===== src/hdl/rpwm_pkg.sv =====
// Shared types and constants for the three-channel LED PWM generator.
package rpwm_pkg;

  // Widths of the counter, duty and cutoff values.
  localparam int unsigned CNT_W  = 16;
  localparam int unsigned PCT_W  = 7;
  localparam int unsigned DUTY_W = 8;
  localparam int unsigned NUM_CH = 3;

  // duty * period stays below 2^23, so floor(x / 100) = (x * RECIP_MUL) >> RECIP_SHIFT.
  localparam int unsigned PROD_W      = PCT_W + CNT_W;
  localparam int unsigned RECIP_W     = 24;
  localparam int unsigned RECIP_SHIFT = 30;
  localparam logic [RECIP_W-1:0] RECIP_MUL = 24'd10737419;
  localparam int unsigned QPROD_W     = PROD_W + RECIP_W;

  // Largest valid duty percent.
  localparam logic signed [DUTY_W-1:0] DUTY_MAX = 8'sd100;

  // Reset values of the configuration registers.
  localparam logic [CNT_W-1:0] PERIOD_RST   = 16'd1249;
  localparam logic [PCT_W-1:0] OFF_BELOW_RST = 7'd5;
  localparam logic [PCT_W-1:0] ON_ABOVE_RST  = 7'd95;

  // Configuration register indexes.
  typedef enum logic [1:0] {
    REG_PERIOD    = 2'd0,
    REG_OFF_BELOW = 2'd1,
    REG_ON_ABOVE  = 2'd2
  } reg_idx_t;

  // Item function codes.
  typedef enum logic {
    FUNC_TICK = 1'b0,
    FUNC_SET  = 1'b1
  } func_t;

  // Channel drive modes.
  typedef enum logic [1:0] {
    MODE_PWM  = 2'd0,
    MODE_LOW  = 2'd1,
    MODE_HIGH = 2'd2
  } mode_t;

endpackage


===== src/hdl/rgb_pwm_percent_shadowed.sv =====
// Three-channel LED PWM generator with shared counter and shadowed compare values.
// An accepted item waits in the input register and moves into the result register,
// raising out_valid, once the result slot is free.
// Throughput: one item per cycle unless out_ready stalls; the input register and the
// result register form a two-stage pipeline, and the duty scaling uses one multiply per stage.
// Reset (rst_n low, synchronous) empties both stages, clears counter and channel
// state, selects PWM mode on all channels and loads the default configuration.
module rgb_pwm_percent_shadowed (
  input  logic                           clk,
  input  logic                           rst_n,
  // Input item channel
  input  logic                           in_valid,
  output logic                           in_ready,
  input  logic                           in_func,
  input  logic [1:0]                     in_channel,
  input  logic signed [rpwm_pkg::DUTY_W-1:0] in_duty,
  // Result item channel
  output logic                           out_valid,
  input  logic                           out_ready,
  output logic                           out_led_red,
  output logic                           out_led_green,
  output logic                           out_led_blue,
  output logic                           out_duty_error,
  // Configuration write channel
  input  logic                           cfg_valid,
  output logic                           cfg_ready,
  input  logic [1:0]                     cfg_index,
  input  logic [15:0]                    cfg_data
);
  import rpwm_pkg::*;

  // Configuration registers.
  logic [CNT_W-1:0] period_r;
  logic [PCT_W-1:0] off_below_r;
  logic [PCT_W-1:0] on_above_r;

  // Input stage registers.
  logic                     in_valid_r;
  func_t                    func_r;
  logic [1:0]               chan_r;
  logic signed [DUTY_W-1:0] duty_r;
  logic [PROD_W-1:0]        prod_r;

  // Channel and counter state.
  logic [CNT_W-1:0]  cnt_r, cnt_nxt;
  logic [CNT_W-1:0]  cmp_r [NUM_CH];
  logic [CNT_W-1:0]  cmp_nxt [NUM_CH];
  logic [CNT_W-1:0]  shadow_r [NUM_CH];
  logic [CNT_W-1:0]  shadow_nxt [NUM_CH];
  logic [NUM_CH-1:0] pend_r, pend_nxt;
  mode_t             mode_r [NUM_CH];
  mode_t             mode_nxt [NUM_CH];
  logic [NUM_CH-1:0] level_r, level_nxt;

  // Result stage registers.
  logic out_valid_r;
  logic err_r, err_nxt;

  logic              adv;
  logic [QPROD_W-1:0] qprod;
  logic [CNT_W-1:0]  quot;
  logic [PCT_W-1:0]  pct;
  logic              duty_bad;

  // Handshake: the item in the input register moves on when the result slot is free.
  assign adv       = in_valid_r && (!out_valid_r || out_ready);
  assign in_ready  = !in_valid_r || adv;
  assign cfg_ready = 1'b1;

  assign out_valid      = out_valid_r;
  assign out_led_red    = level_r[0];
  assign out_led_green  = level_r[1];
  assign out_led_blue   = level_r[2];
  assign out_duty_error = err_r;

  // Scale duty * period by 1/100 through a reciprocal multiply.
  assign qprod = QPROD_W'(prod_r) * QPROD_W'(RECIP_MUL);
  assign quot  = qprod[RECIP_SHIFT +: CNT_W];
  assign pct   = duty_r[PCT_W-1:0];
  assign duty_bad = (duty_r < 0) || (duty_r > DUTY_MAX);

  // Next state of the counter and the channels for the item in the input register.
  always_comb begin
    cnt_nxt   = cnt_r;
    pend_nxt  = pend_r;
    level_nxt = level_r;
    err_nxt   = 1'b0;
    for (int c = 0; c < NUM_CH; c++) begin
      cmp_nxt[c]    = cmp_r[c];
      shadow_nxt[c] = shadow_r[c];
      mode_nxt[c]   = mode_r[c];
    end
    if (func_r == FUNC_TICK) begin
      cnt_nxt = (cnt_r >= period_r) ? '0 : cnt_r + 1'b1;
      for (int c = 0; c < NUM_CH; c++) begin
        if (mode_r[c] == MODE_PWM) begin
          if (cnt_nxt == cmp_r[c]) begin
            level_nxt[c] = 1'b0;
            if (pend_r[c]) begin
              cmp_nxt[c]  = shadow_r[c];
              pend_nxt[c] = 1'b0;
            end
          end
          if (cnt_nxt == period_r) begin
            level_nxt[c] = 1'b1;
          end
        end
      end
    end else if (duty_bad) begin
      err_nxt = 1'b1;
    end else begin
      for (int c = 0; c < NUM_CH; c++) begin
        if (chan_r == 2'(c)) begin
          priority if (pct < off_below_r) begin
            mode_nxt[c]  = MODE_LOW;
            level_nxt[c] = 1'b0;
            pend_nxt[c]  = 1'b0;
          end else if (pct > on_above_r) begin
            mode_nxt[c]  = MODE_HIGH;
            level_nxt[c] = 1'b1;
            pend_nxt[c]  = 1'b0;
          end else begin
            mode_nxt[c]   = MODE_PWM;
            shadow_nxt[c] = quot;
            pend_nxt[c]   = 1'b1;
          end
        end
      end
    end
  end

  // Control state, configuration and channel state.
  always_ff @(posedge clk) begin
    if (!rst_n) begin
      period_r    <= PERIOD_RST;
      off_below_r <= OFF_BELOW_RST;
      on_above_r  <= ON_ABOVE_RST;
      in_valid_r  <= 1'b0;
      out_valid_r <= 1'b0;
      err_r       <= 1'b0;
      cnt_r       <= '0;
      pend_r      <= '0;
      level_r     <= '0;
      for (int c = 0; c < NUM_CH; c++) begin
        cmp_r[c]    <= '0;
        shadow_r[c] <= '0;
        mode_r[c]   <= MODE_PWM;
      end
    end else begin
      if (cfg_valid && cfg_ready) begin
        unique case (cfg_index)
          REG_PERIOD:    period_r    <= cfg_data;
          REG_OFF_BELOW: off_below_r <= cfg_data[PCT_W-1:0];
          REG_ON_ABOVE:  on_above_r  <= cfg_data[PCT_W-1:0];
          default: ;
        endcase
      end
      if (in_ready) begin
        in_valid_r <= in_valid;
      end
      if (adv) begin
        out_valid_r <= 1'b1;
        err_r       <= err_nxt;
        cnt_r       <= cnt_nxt;
        pend_r      <= pend_nxt;
        level_r     <= level_nxt;
        for (int c = 0; c < NUM_CH; c++) begin
          cmp_r[c]    <= cmp_nxt[c];
          shadow_r[c] <= shadow_nxt[c];
          mode_r[c]   <= mode_nxt[c];
        end
      end else if (out_ready) begin
        out_valid_r <= 1'b0;
      end
    end
  end

  // Input payload capture; the duty product is formed on the way in.
  always_ff @(posedge clk) begin
    if (in_valid && in_ready) begin
      func_r <= func_t'(in_func);
      chan_r <= in_channel;
      duty_r <= in_duty;
      prod_r <= PROD_W'(in_duty[PCT_W-1:0]) * PROD_W'(period_r);
    end
  end

  // A forced channel holds its level and never carries a pending update.
  for (genvar g = 0; g < NUM_CH; g++) begin : g_chk
    assert property (@(posedge clk) disable iff (!rst_n)
      (mode_r[g] == MODE_LOW) |-> !level_r[g])
      else $error("forced-low channel drives high");
    assert property (@(posedge clk) disable iff (!rst_n)
      (mode_r[g] == MODE_HIGH) |-> level_r[g])
      else $error("forced-high channel drives low");
    assert property (@(posedge clk) disable iff (!rst_n)
      pend_r[g] |-> (mode_r[g] == MODE_PWM))
      else $error("pending update outside PWM mode");
  end

  // The counter only moves when an item is processed.
  assert property (@(posedge clk) disable iff (!rst_n)
    !adv |=> $stable(cnt_r))
    else $error("counter moved without an item");

  // A rejected duty leaves the channel levels untouched.
  assert property (@(posedge clk) disable iff (!rst_n)
    (adv && err_nxt) |=> $stable(level_r) && $stable(pend_r))
    else $error("rejected duty changed channel state");

endmodule


===== config.mk =====
export PLATFORM = sky130hd
export DESIGN_NAME = rgb_pwm_percent_shadowed
export DESIGN_NICKNAME = d
export VERILOG_FILES = /design/src/hdl/rpwm_pkg.sv /design/src/hdl/rgb_pwm_percent_shadowed.sv
export SDC_FILE = /design/constraint.sdc
export NUM_CORES = 1
export LEC_CHECK = 0
export ABC_AREA = 1
export ABC_CLOCK_PERIOD_IN_PS = 8400
export BUFFER_PORTS_ARGS = -buffer_cell sky130_fd_sc_hd__buf_4
export CORE_AREA = 2 2 308 249
export CTS_BUF_LIST = sky130_fd_sc_hd__clkbuf_4 sky130_fd_sc_hd__clkbuf_8
export CTS_CLUSTER_SIZE = 8
export DETAILED_ROUTE_END_ITERATION = 7
export DIE_AREA = 0 0 310 251
export GPL_TIMING_DRIVEN = 1
export PLACE_DENSITY_LB_ADDON = 0.15
export SETUP_SLACK_MARGIN = 0.15
export SLEW_MARGIN = 20
export SYNTH_ARGS = -nofsm -noshare
export SYNTH_HDL_FRONTEND = slang
export SYNTH_SLANG_ARGS = --single-unit

===== constraint.sdc =====
create_clock -name clk -period 8.4 [get_ports clk]
set_clock_uncertainty 0.15 [all_clocks]
set_input_delay 0.42 -clock clk [delete_from_list [all_inputs] [get_ports clk]]
set_output_delay 0.42 -clock clk [all_outputs]
set_load 0.05 [all_outputs]

Word-level counts from Yosys, hierarchy flattened

Memory sizes are Yosys's and may differ from the RTL's.
Index checks and enable logic that the tools add are counted.

Output and inout bits: 7
Flip-flop bits (word level): 89
Logic and storage cells: 155
Memories: 3
Bits in writable memories: 102
Input bits: 34

$mul: 2
$add $sub $neg: 1
Magnitude comparators: 5
Bitwise operators: 10
Reductions and logical operators: 32
Muxes and demuxes: 72
Equal/unequal tests: 13

Memories:

| memory   | words | width | rd ports | clocked after memory_dff | write ports | line                           | RTL |
|---|---|---|---|---|---|---|---|
| cmp_r    | 3     | 16    | 3        | 0                        | 3           | rgb_pwm_percent_shadowed.sv:46 | `logic [CNT_W-1:0] cmp_r [NUM_CH];` |
| shadow_r | 3     | 16    | 3        | 0                        | 3           | rgb_pwm_percent_shadowed.sv:48 | `logic [CNT_W-1:0] shadow_r [NUM_CH];` |
| mode_r   | 3     | 2     | 3        | 0                        | 3           | rgb_pwm_percent_shadowed.sv:51 | `mode_t mode_r [NUM_CH];` |

Operators with widths:

| kind                                                       | count |
|---|---|
| two-way mux 16 bit                                         | 25 |
| two-way mux 48 bit                                         | 3 |
| == test 16 bit                                             | 4 |
| multiplier 23 x 24 -> 46 bit, second input constant        | 1 |
| two-way mux 1 bit                                          | 30 |
| multiplier 7 x 16 -> 23 bit                                | 1 |
| AND reduction 6 bit                                        | 3 |
| adder 16 x 1 -> 16 bit, second input constant              | 1 |
| >= comparator 16 bit                                       | 1 |
| two-way mux 2 bit                                          | 8 |
| AND reduction 5 bit                                        | 3 |
| nonzero test 2 bit                                         | 7 |
| two-way mux 3 bit                                          | 4 |
| two-way mux 6 bit                                          | 2 |
| logical NOT 2 bit                                          | 5 |
| OR 1 bit                                                   | 9 |
| nonzero test 3 bit                                         | 3 |
| greater-than comparator 8 bit, second input constant       | 1 |
| less-than comparator 8 x 1 -> 1 bit, second input constant | 1 |
| AND reduction 2 bit                                        | 4 |
| greater-than comparator 7 bit                              | 1 |
| less-than comparator 7 bit                                 | 1 |
| != test 2 x 1 -> 1 bit, second input constant              | 3 |
| == test 2 x 1 -> 1 bit, second input constant              | 2 |
| other kinds (7)                                            | 12 |

Depth between registers and ports, before layout

Gate-level depths: netlist of the first run.

Depth after elaboration: 7
Gate-level depth with buffers: 28

Least setup slack after synthesis of the first run

OpenSTA, ideal clock, no wires.

Path type: flip-flop to flip-flop
Start point: register prod_r[6]
End point: memory shadow_r[0][12] (data pin)
Library setup time: 168 ps
Stages on the path, launching flop included: 25
Required time: 8,082 ps
Data arrival time: 5,821 ps
Path slack: 2,261 ps
Path through: edfxtp_1 -> inv_1 -> fa_1 -> inv_1 -> fa_1 -> inv_1 -> fa_1 -> fa_1 -> inv_1 -> fa_1 -> fa_1 -> inv_1 -> fa_1 -> inv_1 -> ha_1 -> a21oi_1 -> o21ai_0 -> nand2_1 -> a21oi_1 -> nor2_1 -> nand3_1 -> a21oi_1 -> o21bai_1 -> or2_2 -> a21oi_1

RTL lines:

| item                     | line                            | RTL |
|---|---|---|
| start: declaration       | rgb_pwm_percent_shadowed.sv:42  | `logic [PROD_W-1:0] prod_r;` |
| start signal: assignment | rgb_pwm_percent_shadowed.sv:184 | `prod_r <= PROD_W'(in_duty[PCT_W-1:0]) * PROD_W'(period_r);` |
| end: declaration         | rgb_pwm_percent_shadowed.sv:48  |  |

==> results.json, run 1 <==
{
  "report.final.slew_viol_count": 0,
  "wl_per_cell_um": 17.8,
  "drt_iter0_drc": 991,
  "cts.path.max_buffers": 2,
  "wl_um": 64400,
  "avgSynthCellArea_um2": 8.66,
  "synth_common_cells": "inv_1, nand2_1, ha_1, fa_1, nor2_1",
  "max_freq_mhz": 143,
  "ios": 41,
  "cts_max_level": 4,
  "worstSetupPathType": "register to register",
  "maxCapViolations": 0,
  "gp_congestion": 0.893,
  "rr_worst_depth": 24,
  "synthFlopType": "edfxtp_1",
  "insertion_delay_ns": 0.56,
  "firstDrtPassIters": 6,
  "min_to": "period_r[15]",
  "yosys.cell_types.count": 42,
  "vias_per_cell": 4.57,
  "fp-row-count": 90,
  "placed_area_um2": 23700,
  "drive_gt1_frac": 0.0433,
  "synth_top_cell_area_share": 0.236,
  "cp_max_fo": 7,
  "fin_tns_setup_ns": 0,
  "timing.rr.end": "shadow_r[0][12]",
  "core_area_um2": 74800,
  "synth_top_cells_by_area": "fa_1, edfxtp_1, ha_1",
  "cts_tree": "done",
  "layout.nets": 3206,
  "synth-edff-count": 136,
  "grt_setup_unrepaired": "no",
  "grtUsageTotal": 0.174,
  "start_util": 0.298,
  "die_x_um": 310,
  "crit_arrival_ns": 7.18,
  "antenna_found_initial": 3,
  "worstHoldStart": "cfg_data[15]",
  "num_vias": 16600,
  "rrSetupSlack_ns": 1.43,
  "grt_max_degree": 65,
  "final_util": 0.325,
  "syn_area_um2": 22300,
  "yosysTopAreaCell": "fa_1",
  "port_buffers": 39,
  "die-area_um2": 77800,
  "critPathLaunch": "prod_r[6]",
  "synth-seq-cells": 191,
  "reg2reg_from": "prod_r[6]",
  "hpwl_um": 54100,
  "yosysWarnings": 0,
  "clockRootBuffer": "clkbuf_8",
  "fin_crit_ns": 6.97,
  "cts.sinks": 191,
  "slew_headroom": 0.285,
  "tightest_slew_ns": 1.07,
  "status": "complete, no violations",
  "design_area_um2": 24300,
  "grt_pass1_vias": 17100,
  "cp.required_ns": 8.61,
  "yosysSeqAreaShare": 0.233,
  "hold_path.class": "input port to register",
  "ant_nets": 0,
  "hold_depth": 3,
  "synth_most_common_cell": "inv_1",
  "synth_nets": 3180,
  "post-cts-setup-buffers": 0,
  "areaGrowthSynthToFinish_pct": 9.18,
  "cts_made_buffers": 17,
  "hold_viol_final": 0,
  "cp-start-kind": "register",
  "die_h_um": 251,
  "setup_violations": 0,
  "synth_cells": 2572,
  "async_reset_ff_frac": 0,
  "fin_crit_sh": 0.830,
  "globalRoute.totalOverflow": 0,
  "grt_pass1_wl_um": 102000,
  "endpoint_kind": "register",
  "drc": 0,
  "path_clk_slew_ns": 0.12
}
how the worst max path moves through the flow:
stage                                 end  depth (start not counted)
after global routing      shadow_r[0][44]                         24
after detailed placement  shadow_r[0][28]                         22
after CTS                 shadow_r[0][12]                         22
after global placement    shadow_r[0][14]                         22
final                     shadow_r[0][12]                         24
after floorplan           shadow_r[0][12]                         24
metrics by stage:
stage                     cells  worst slack, ns  hold WS [ns]
after floorplan            2572             2.26         0.279
after global placement     3569             1.48         0.305
after detailed placement   3569             1.44         0.306
after CTS                  3623             1.37        0.0157
after global routing       3625             1.00        0.0389
final                      3625             1.43        0.0602
layer usage:
metal / GRT usage / wire length (µm) / vias to the layer above
met5: 0 / 0 / -
met4: 0.0268 / 486 / 0
met3: 0.0266 / 2600 / 28
met2: 0.250 / 26800 / 272
met1: 0.275 / 34500 / 8160
li1: - / - / 8098
cells in the final DEF, fill, tap and decap left out, drive strengths merged, types with 2 or more instances in the layout:
| cell type | synthesis | final |
|---|---|---|
| o21bai | 5 | 5 |
| a21o | 13 | 13 |
| dfxtp | 55 | 55 |
| inv | 636 | 643 |
| buf | 14 | 52 |
| xor2 | 35 | 35 |
| clkbuf | 53 | 17 |
| ha | 311 | 311 |
| clkinv | 0 | 6 |
| nor3 | 14 | 14 |
| or2 | 6 | 6 |
| xnor2 | 14 | 14 |
| nor4 | 6 | 6 |
| a31oi | 8 | 8 |
| fa | 263 | 263 |
| dlygate4sd3 | 0 | 22 |
| a21boi | 2 | 2 |
| nor2 | 180 | 180 |
| nand3 | 66 | 66 |
| a21oi | 141 | 141 |
| nand4 | 57 | 57 |
| edfxtp | 136 | 136 |
| a211oi | 3 | 3 |
| o21ai | 86 | 86 |
| nand2 | 437 | 437 |
| o211ai | 18 | 18 |
| a221oi | 2 | 2 |
| diode | 0 | 2 |
| o21a | 5 | 5 |
kinds of logic (layout without fill, tap and decap cells):
group                      count (synthesis)  after routing  synth area share
other                                      1              3          0.000168
AOI/OAI and AO/OA                        287            287            0.0712
and+or+nand+nor                          767            767             0.144
xor gates and xnor gates                  49             49            0.0205
DFF                                      191            191             0.233
buffers and inverters                    703            742             0.120
adders and majority gates                574            574             0.411
sequential cells by signal, indices dropped and copies added (netlist names), 6 cells and up:
register     cells
cmp_r           48
cnt_r           16
duty_r           8
mode_r           6
off_below_r      7
on_above_r       7
period_r        16
prod_r          23
shadow_r        48
critical path: stages, from the launching register on:
cell and delay [ns]:
edfxtp_1 0.60, inv_1 0.16, fa_1 0.53, inv_1 0.09
fa_1 0.53, inv_1 0.05, fa_1 0.46, fa_1 0.53
inv_1 0.06, fa_1 0.54, fa_1 0.51, inv_1 0.05
fa_1 0.48, inv_1 0.05, ha_1 0.32, a21oi_1 0.18
o21ai_0 0.14, nand2_1 0.08, a21oi_1 0.05, nor2_1 0.16
nand3_1 0.16, a21oi_1 0.26, o21bai_1 0.11, or2_2 0.28
a21oi_1 0.23
timing repair:
action / 4_1_cts / 5_1_grt
gates resized for setup: 0 / 0
hold endpoints to repair: 32 / 0
hold buffers: 22 / 0
layout make-up:
cell class | count | area (µm²)
diodes | 2 | 5.00
clock buffers | 17 | 234
clock inverters | 15 | 186
fillers | 7900 | 50500
inverters | 636 | 2390
multi-input cells | 1678 | 14400
flip-flops and latches | 191 | 5180
well taps | 1012 | 1270
repair buffers | 74 | 611
Power of run 1 is not shown: default switching activity piles up to over one toggle a cycle in this logic, so the estimate is an artifact.
==> inputs of run 2 (changes only) <==
- ABC_AREA: 1 -> 0
- ABC_CLOCK_PERIOD_IN_PS: 8400 -> 6850
- CORE_AREA: 2 2 308 249 -> 2 2 305 247
- DIE_AREA: 0 0 310 251 -> 0 0 307 249
- clock period: 8.4 -> 6.85 ns (I/O delays scaled with it)
==> results.json, run 2 <==
{
  "synth_top_cell_area_share": 0.241,
  "synth-simple-area-share": 0.125,
  "critPathMaxStageDelay_ns": 0.60,
  "async_reset_ff_frac": 0,
  "path_common_cell": "fa_1",
  "die_x_um": 307,
  "core_area_um2": 73300,
  "grt_pass1_wl_um": 99500,
  "start_util": 0.298,
  "crit_family": "adder cells",
  "crit_slowest_cell": "fa_1",
  "multi_input_area_um2": 15000,
  "die-area_um2": 76400,
  "layout_common_cells": "inv_1, ha_1, fa_1, nand2_1, buf_4",
  "yosys.area_share.adder": 0.419,
  "setup_violations": 33,
  "layout_commonest_cell": "inv_1",
  "drc": 0,
  "areaGrowthSynthToFinish_pct": 15.4,
  "tightest_slew_ns": 1.21,
  "grt_max_degree": 80,
  "drive_gt1_frac": 0.126,
  "place_inst": 3244,
  "synth_common_cells": "inv_1, ha_1, fa_1, nand2_1, edfxtp_1",
  "die_h_um": 249,
  "yosys.cell_types.count": 92,
  "wl_um": 63400,
  "cts_tree": "done",
  "wl_per_cell_um": 19.1,
  "finalNonFillerCells": 3316,
  "globalRoute.totalOverflow": 0,
  "num_vias": 15600,
  "yosysTopAreaCell": "fa_1",
  "status": "finished, violations left",
  "clockRootBuffer": "clkbuf_8",
  "synthXorXnorAreaFrac": 0.0412,
  "slew_headroom": 0.189,
  "hold_path.class": "input port to register",
  "layout.nets": 2955,
  "grt_pass1_vias": 16200,
  "reg2reg_from": "prod_r[7]",
  "path_clk_slew_ns": 0.13,
  "cts.path.max_buffers": 2,
  "nFillCells": 7454,
  "synth_cells": 2178,
  "setup_slack_ns": -0.185,
  "worstSetupPathType": "register to register",
  "max_freq_mhz": 142,
  "yosysSeqAreaShare": 0.237,
  "synth-edff-count": 136,
  "synth_top_cells_by_area": "fa_1, edfxtp_1, ha_1",
  "cts.sinks": 191,
  "cp.required_ns": 6.99,
  "fin_crit_sh": 1.03,
  "cp_num_buf_inv": 8,
  "gp_congestion": 0.869,
  "cts_max_level": 4,
  "cp_max_fo": 4,
  "crit_arrival_ns": 7.17,
  "critPathLaunch": "prod_r[7]",
  "synth-seq-cells": 191,
  "reg_top3": "cmp_r (48), shadow_r (48), prod_r (23)",
  "hold_viol_final": 0,
  "worstHoldStart": "cfg_index[0]",
  "violations": "negative setup slack",
  "synth_most_common_cell": "inv_1",
  "antenna_found_initial": 2,
  "yosysWarnings": 0,
  "synth_top_family_by_area": "adder cells",
  "ant_nets": 0,
  "synth_nets": 2786,
  "fin_crit_ns": 7.03,
  "insertion_delay_ns": 0.56,
  "report.final.slew_viol_count": 0,
  "grtUsageTotal": 0.171,
  "drt_iter0_drc": 1081,
  "cts_made_buffers": 17,
  "firstDrtPassIters": 5,
  "vias_per_cell": 4.70,
  "synth_mux_area_frac": 0.00510,
  "grt_setup_unrepaired": "yes",
  "ios": 41,
  "fp-row-count": 89,
  "synthFlopType": "edfxtp_1",
  "maxCapViolations": 0,
  "port_buffers": 39,
  "hpwl_um": 52300,
  "endpoint_kind": "register",
  "rrSetupSlack_ns": -0.18,
  "avgSynthCellArea_um2": 10.0,
  "syn_area_um2": 21800,
  "synth_compound_area_frac": 0.0826,
  "regArea_um2": 5180,
  "cp-start-kind": "register"
}
==> run 2: changes by cell type after synthesis, moves of 43 or more <==
cell | before | now
a21oi_1 | 140 | 87
nand4_1 | 57 | 14
nand2_1 | 432 | 190
inv_1 | 636 | 435
and3_1 | 0 | 56
nor2_1 | 174 | 87
==> run 2: what timing repair did <==
| item | CTS | global route |
|---|---|---|
| pin swaps | 20 | 29 |
| endpoints found under the hold margin | 43 | 0 |
| buffers inserted | 5 | 2 |
| resized for setup | 20 | 32 |
| hold buffers | 32 | 0 |
| setup endpoints to repair | 48 | 48 |
==> run 2: cell type report <==
cell class              instances  share of cell area
diodes                          1           0.0000993
clock buffers                  17             0.00929
clock inverters                15             0.00834
inverters                     435              0.0648
multi-input cells            1480               0.594
flip-flops and latches        191               0.206
well taps                     955              0.0474
repair buffers                222              0.0701
==> run 2: worst paths after layout <==
check	endpoint	cells after the start
worst max-delay path	shadow_r[0][30]	25
worst min-delay path	on_above_r[5]	4
worst max register to register	shadow_r[0][30]	25
worst min register to register	on_above_r[5]	2
==> run 2: routing by layer <==
layer | vias to the layer above | wire length [µm] | part of all wire | global-route usage
met3 | 48 | 2580 | 0.041 | 0.0265
met4 | 0 | 925 | 0.015 | 0.0350
met2 | 259 | 25300 | 0.40 | 0.238
met5 | - | 0 | 0 | 0
li1 | 7522 | - | - | -
met1 | 7747 | 34600 | 0.55 | 0.275
==> run 2: worst register-to-register path, stage by stage (launching register included) <==
cell,delay (ns)
edfxtp_1,0.45
fa_1,0.60
inv_2,0.06
fa_1,0.50
inv_1,0.05
fa_1,0.48
fa_1,0.51
inv_2,0.04
fa_1,0.49
fa_1,0.53
inv_1,0.05
fa_1,0.50
inv_2,0.05
ha_4,0.24
a22oi_2,0.17
o211ai_1,0.11
a221o_1,0.39
a2111oi_4,0.19
buf_4,0.19
o31ai_4,0.09
a311oi_2,0.32
o21ai_1,0.14
buf_4,0.16
buf_6,0.11
xnor2_2,0.14
nor2_2,0.06
==> run 2: per-stage QoR <==
step / TNS [ns] / hold slack [ns] / setup WS (ns) / cell area, µm² / utilization
6_report: -2.97 / 0.0933 / -0.185 / 25200 / 0.344
5_1_grt: -14.91 / 0.105 / -0.508 / 25200 / 0.344
4_1_cts: -7.77 / 0.0415 / -0.314 / 25000 / 0.342
3_5_place_dp: -9.70 / 0.303 / -0.374 / 24100 / 0.329
2_1_floorplan: 0 / 0.286 / 0.172 / 21900 / -
3_3_place_gp: -10.19 / 0.298 / -0.362 / 24100 / 0.329
==> run 2: logic make-up (layout without fill, tap and decap cells) <==
family,Yosys count,after routing
AO/OA/AOI/OAI,275,275
XOR/XNOR,89,89
adder cells (fa/ha/maj),574,574
buffers and inverters,507,689
flip-flops,191,191
multiplexers,11,11
other,1,2
AND/OR/NAND/NOR,530,530
Power of run 2 is left out for the same reason.
==> inputs of run 3 (changes only) <==
- ABC_CLOCK_PERIOD_IN_PS: 6850 -> 8750
- BUFFER_PORTS_ARGS: -buffer_cell sky130_fd_sc_hd__buf_4 -> -buffer_cell sky130_fd_sc_hd__buf_2
- clock period: 6.85 -> 8.75 ns (I/O delays scaled with it)
==> results.json, run 3 (same netlist as run 2, synthesis figures left out) <==
{
  "hpwl_um": 50900,
  "core_area_um2": 73300,
  "grt_pass1_vias": 15400,
  "pre_cts_slack_ns": 0.625,
  "die_h_um": 249,
  "fin_crit_sh": 0.904,
  "firstDrtPassIters": 6,
  "drc": 0,
  "place_inst": 3118,
  "critPathLaunch": "prod_r[6]",
  "critPathMaxStageDelay_ns": 0.56,
  "reg2reg_from": "prod_r[6]",
  "globalRoute.totalOverflow": 0,
  "areaGrowthSynthToFinish_pct": 8.42,
  "crit_arrival_ns": 8.06,
  "setup_violations": 0,
  "cts.sinks": 191,
  "crit_family": "adder cells",
  "fin_tns_setup_ns": 0,
  "crit_slowest_cell": "a2111oi_0",
  "post-cts-setup-buffers": 0,
  "maxCapViolations": 0,
  "worstHoldStart": "out_ready",
  "drt_iter0_drc": 974,
  "vias_per_cell": 4.77,
  "finalNonFillerCells": 3171,
  "slew_headroom": 0.250,
  "cp.required_ns": 8.90,
  "antenna_cells": 0,
  "gp_congestion": 0.879,
  "max_freq_mhz": 126,
  "num_vias": 15100,
  "path_clk_slew_ns": 0.12,
  "drive_gt1_frac": 0.0546,
  "tightest_slew_ns": 1.12,
  "cts_made_buffers": 17,
  "layout_common_cells": "inv_1, ha_1, fa_1, nand2_1, edfxtp_1",
  "setup_slack_ns": 0.839,
  "status": "complete, no violations",
  "cp-start-kind": "register",
  "clockRootBuffer": "clkbuf_8",
  "antenna_found_initial": 3,
  "report.final.slew_viol_count": 0,
  "grtUsageTotal": 0.167,
  "cts_tree": "done",
  "wl_per_cell_um": 19.4,
  "layout_commonest_cell": "inv_1",
  "hold_path.class": "input port to register",
  "ant_nets": 0,
  "cts.path.max_buffers": 2,
  "ios": 41,
  "cts_max_level": 4,
  "fp-row-count": 89,
  "port_buffers": 39,
  "die-area_um2": 76400,
  "reg_top3": "cmp_r (48), shadow_r (48), prod_r (23)",
  "worstSetupPathType": "register to register",
  "path_common_cell": "fa_1",
  "wl_um": 61600,
  "endpoint_kind": "register",
  "cp_max_fo": 7,
  "grt_setup_unrepaired": "no",
  "grt_max_degree": 55,
  "cp_num_buf_inv": 7,
  "grt_pass1_wl_um": 96600,
  "fin_crit_ns": 7.91,
  "die_x_um": 307,
  "hold_viol_final": 0,
  "insertion_delay_ns": 0.55,
  "layout.nets": 2811,
  "start_util": 0.298
}
-- run 3: changes by cell type in the layout (fill, tap and decap cells not counted), moves of 6 or more --
cell	before	now
nor2_2	7	1
buf_2	0	39
dlygate4sd3_1	32	21
buf_4	187	18
fa_1	257	263
fa_2	6	0
nor2_1	79	87
-- run 3: layout make-up --
cell class	instances	area [µm²]
clock buffers	18	241
multi-input cells	1480	14700
inverters	435	1630
flip-flops and latches	191	5180
clock inverters	14	158
well taps	955	1190
repair buffers	78	541
fillers	7548	49600
-- run 3: path summary, 6_finish.rpt --
check	slack [ns]	cells past startpoint	to
setup / recovery	0.84	25	shadow_r[0][44]
hold / removal	0.12	4	out_valid
setup reg to reg	0.84	25	shadow_r[0][44]
hold reg to reg	0.31	2	on_above_r[5]
-- run 3: layer usage --
layer / vias up / share of wire / GRT usage
li1: 7246 / - / -
met1: 7544 / 0.54 / 0.272
met2: 310 / 0.40 / 0.232
met3: 30 / 0.045 / 0.0242
met4: 0 / 0.0099 / 0.0287
met5: - / 0 / 0
-- run 3: worst reg2reg max path, cell delays in order, from the launching register on --
cell and delay, ns:
edfxtp_1 0.55, inv_1 0.16, fa_1 0.53, inv_1 0.10, fa_1 0.52, inv_1 0.05
fa_1 0.47, fa_1 0.54, inv_1 0.06, fa_1 0.51, fa_1 0.49, inv_1 0.05
fa_1 0.48, inv_1 0.05, ha_1 0.28, o21ai_0 0.11, a2111oi_0 0.56, and4_1 0.32
a2111oi_1 0.09, buf_4 0.22, o31ai_2 0.50, a211oi_1 0.23, o21ai_0 0.32, a21oi_1 0.13
xor2_1 0.15, nor2_1 0.08
-- run 3: through the flow --
step | cell area [µm²] | utilization | hold slack, ns
after CTS | 23700 | 0.323 | 0.0425
after global routing | 23700 | 0.323 | 0.0742
final | 23700 | 0.323 | 0.118
after global placement | 23000 | 0.315 | 0.299
after detailed placement | 23000 | 0.315 | 0.301
after floorplan | 21800 | - | 0.286
-- run 3: timing repair --
| action | 4_1_cts | 5_1_grt |
|---|---|---|
| hold endpoints to repair | 35 | 0 |
| setup endpoints to repair | 0 | 18 |
| gates resized for setup | 0 | 1 |
| hold buffers | 21 | 0 |
Power of run 3 is left out for the same reason.
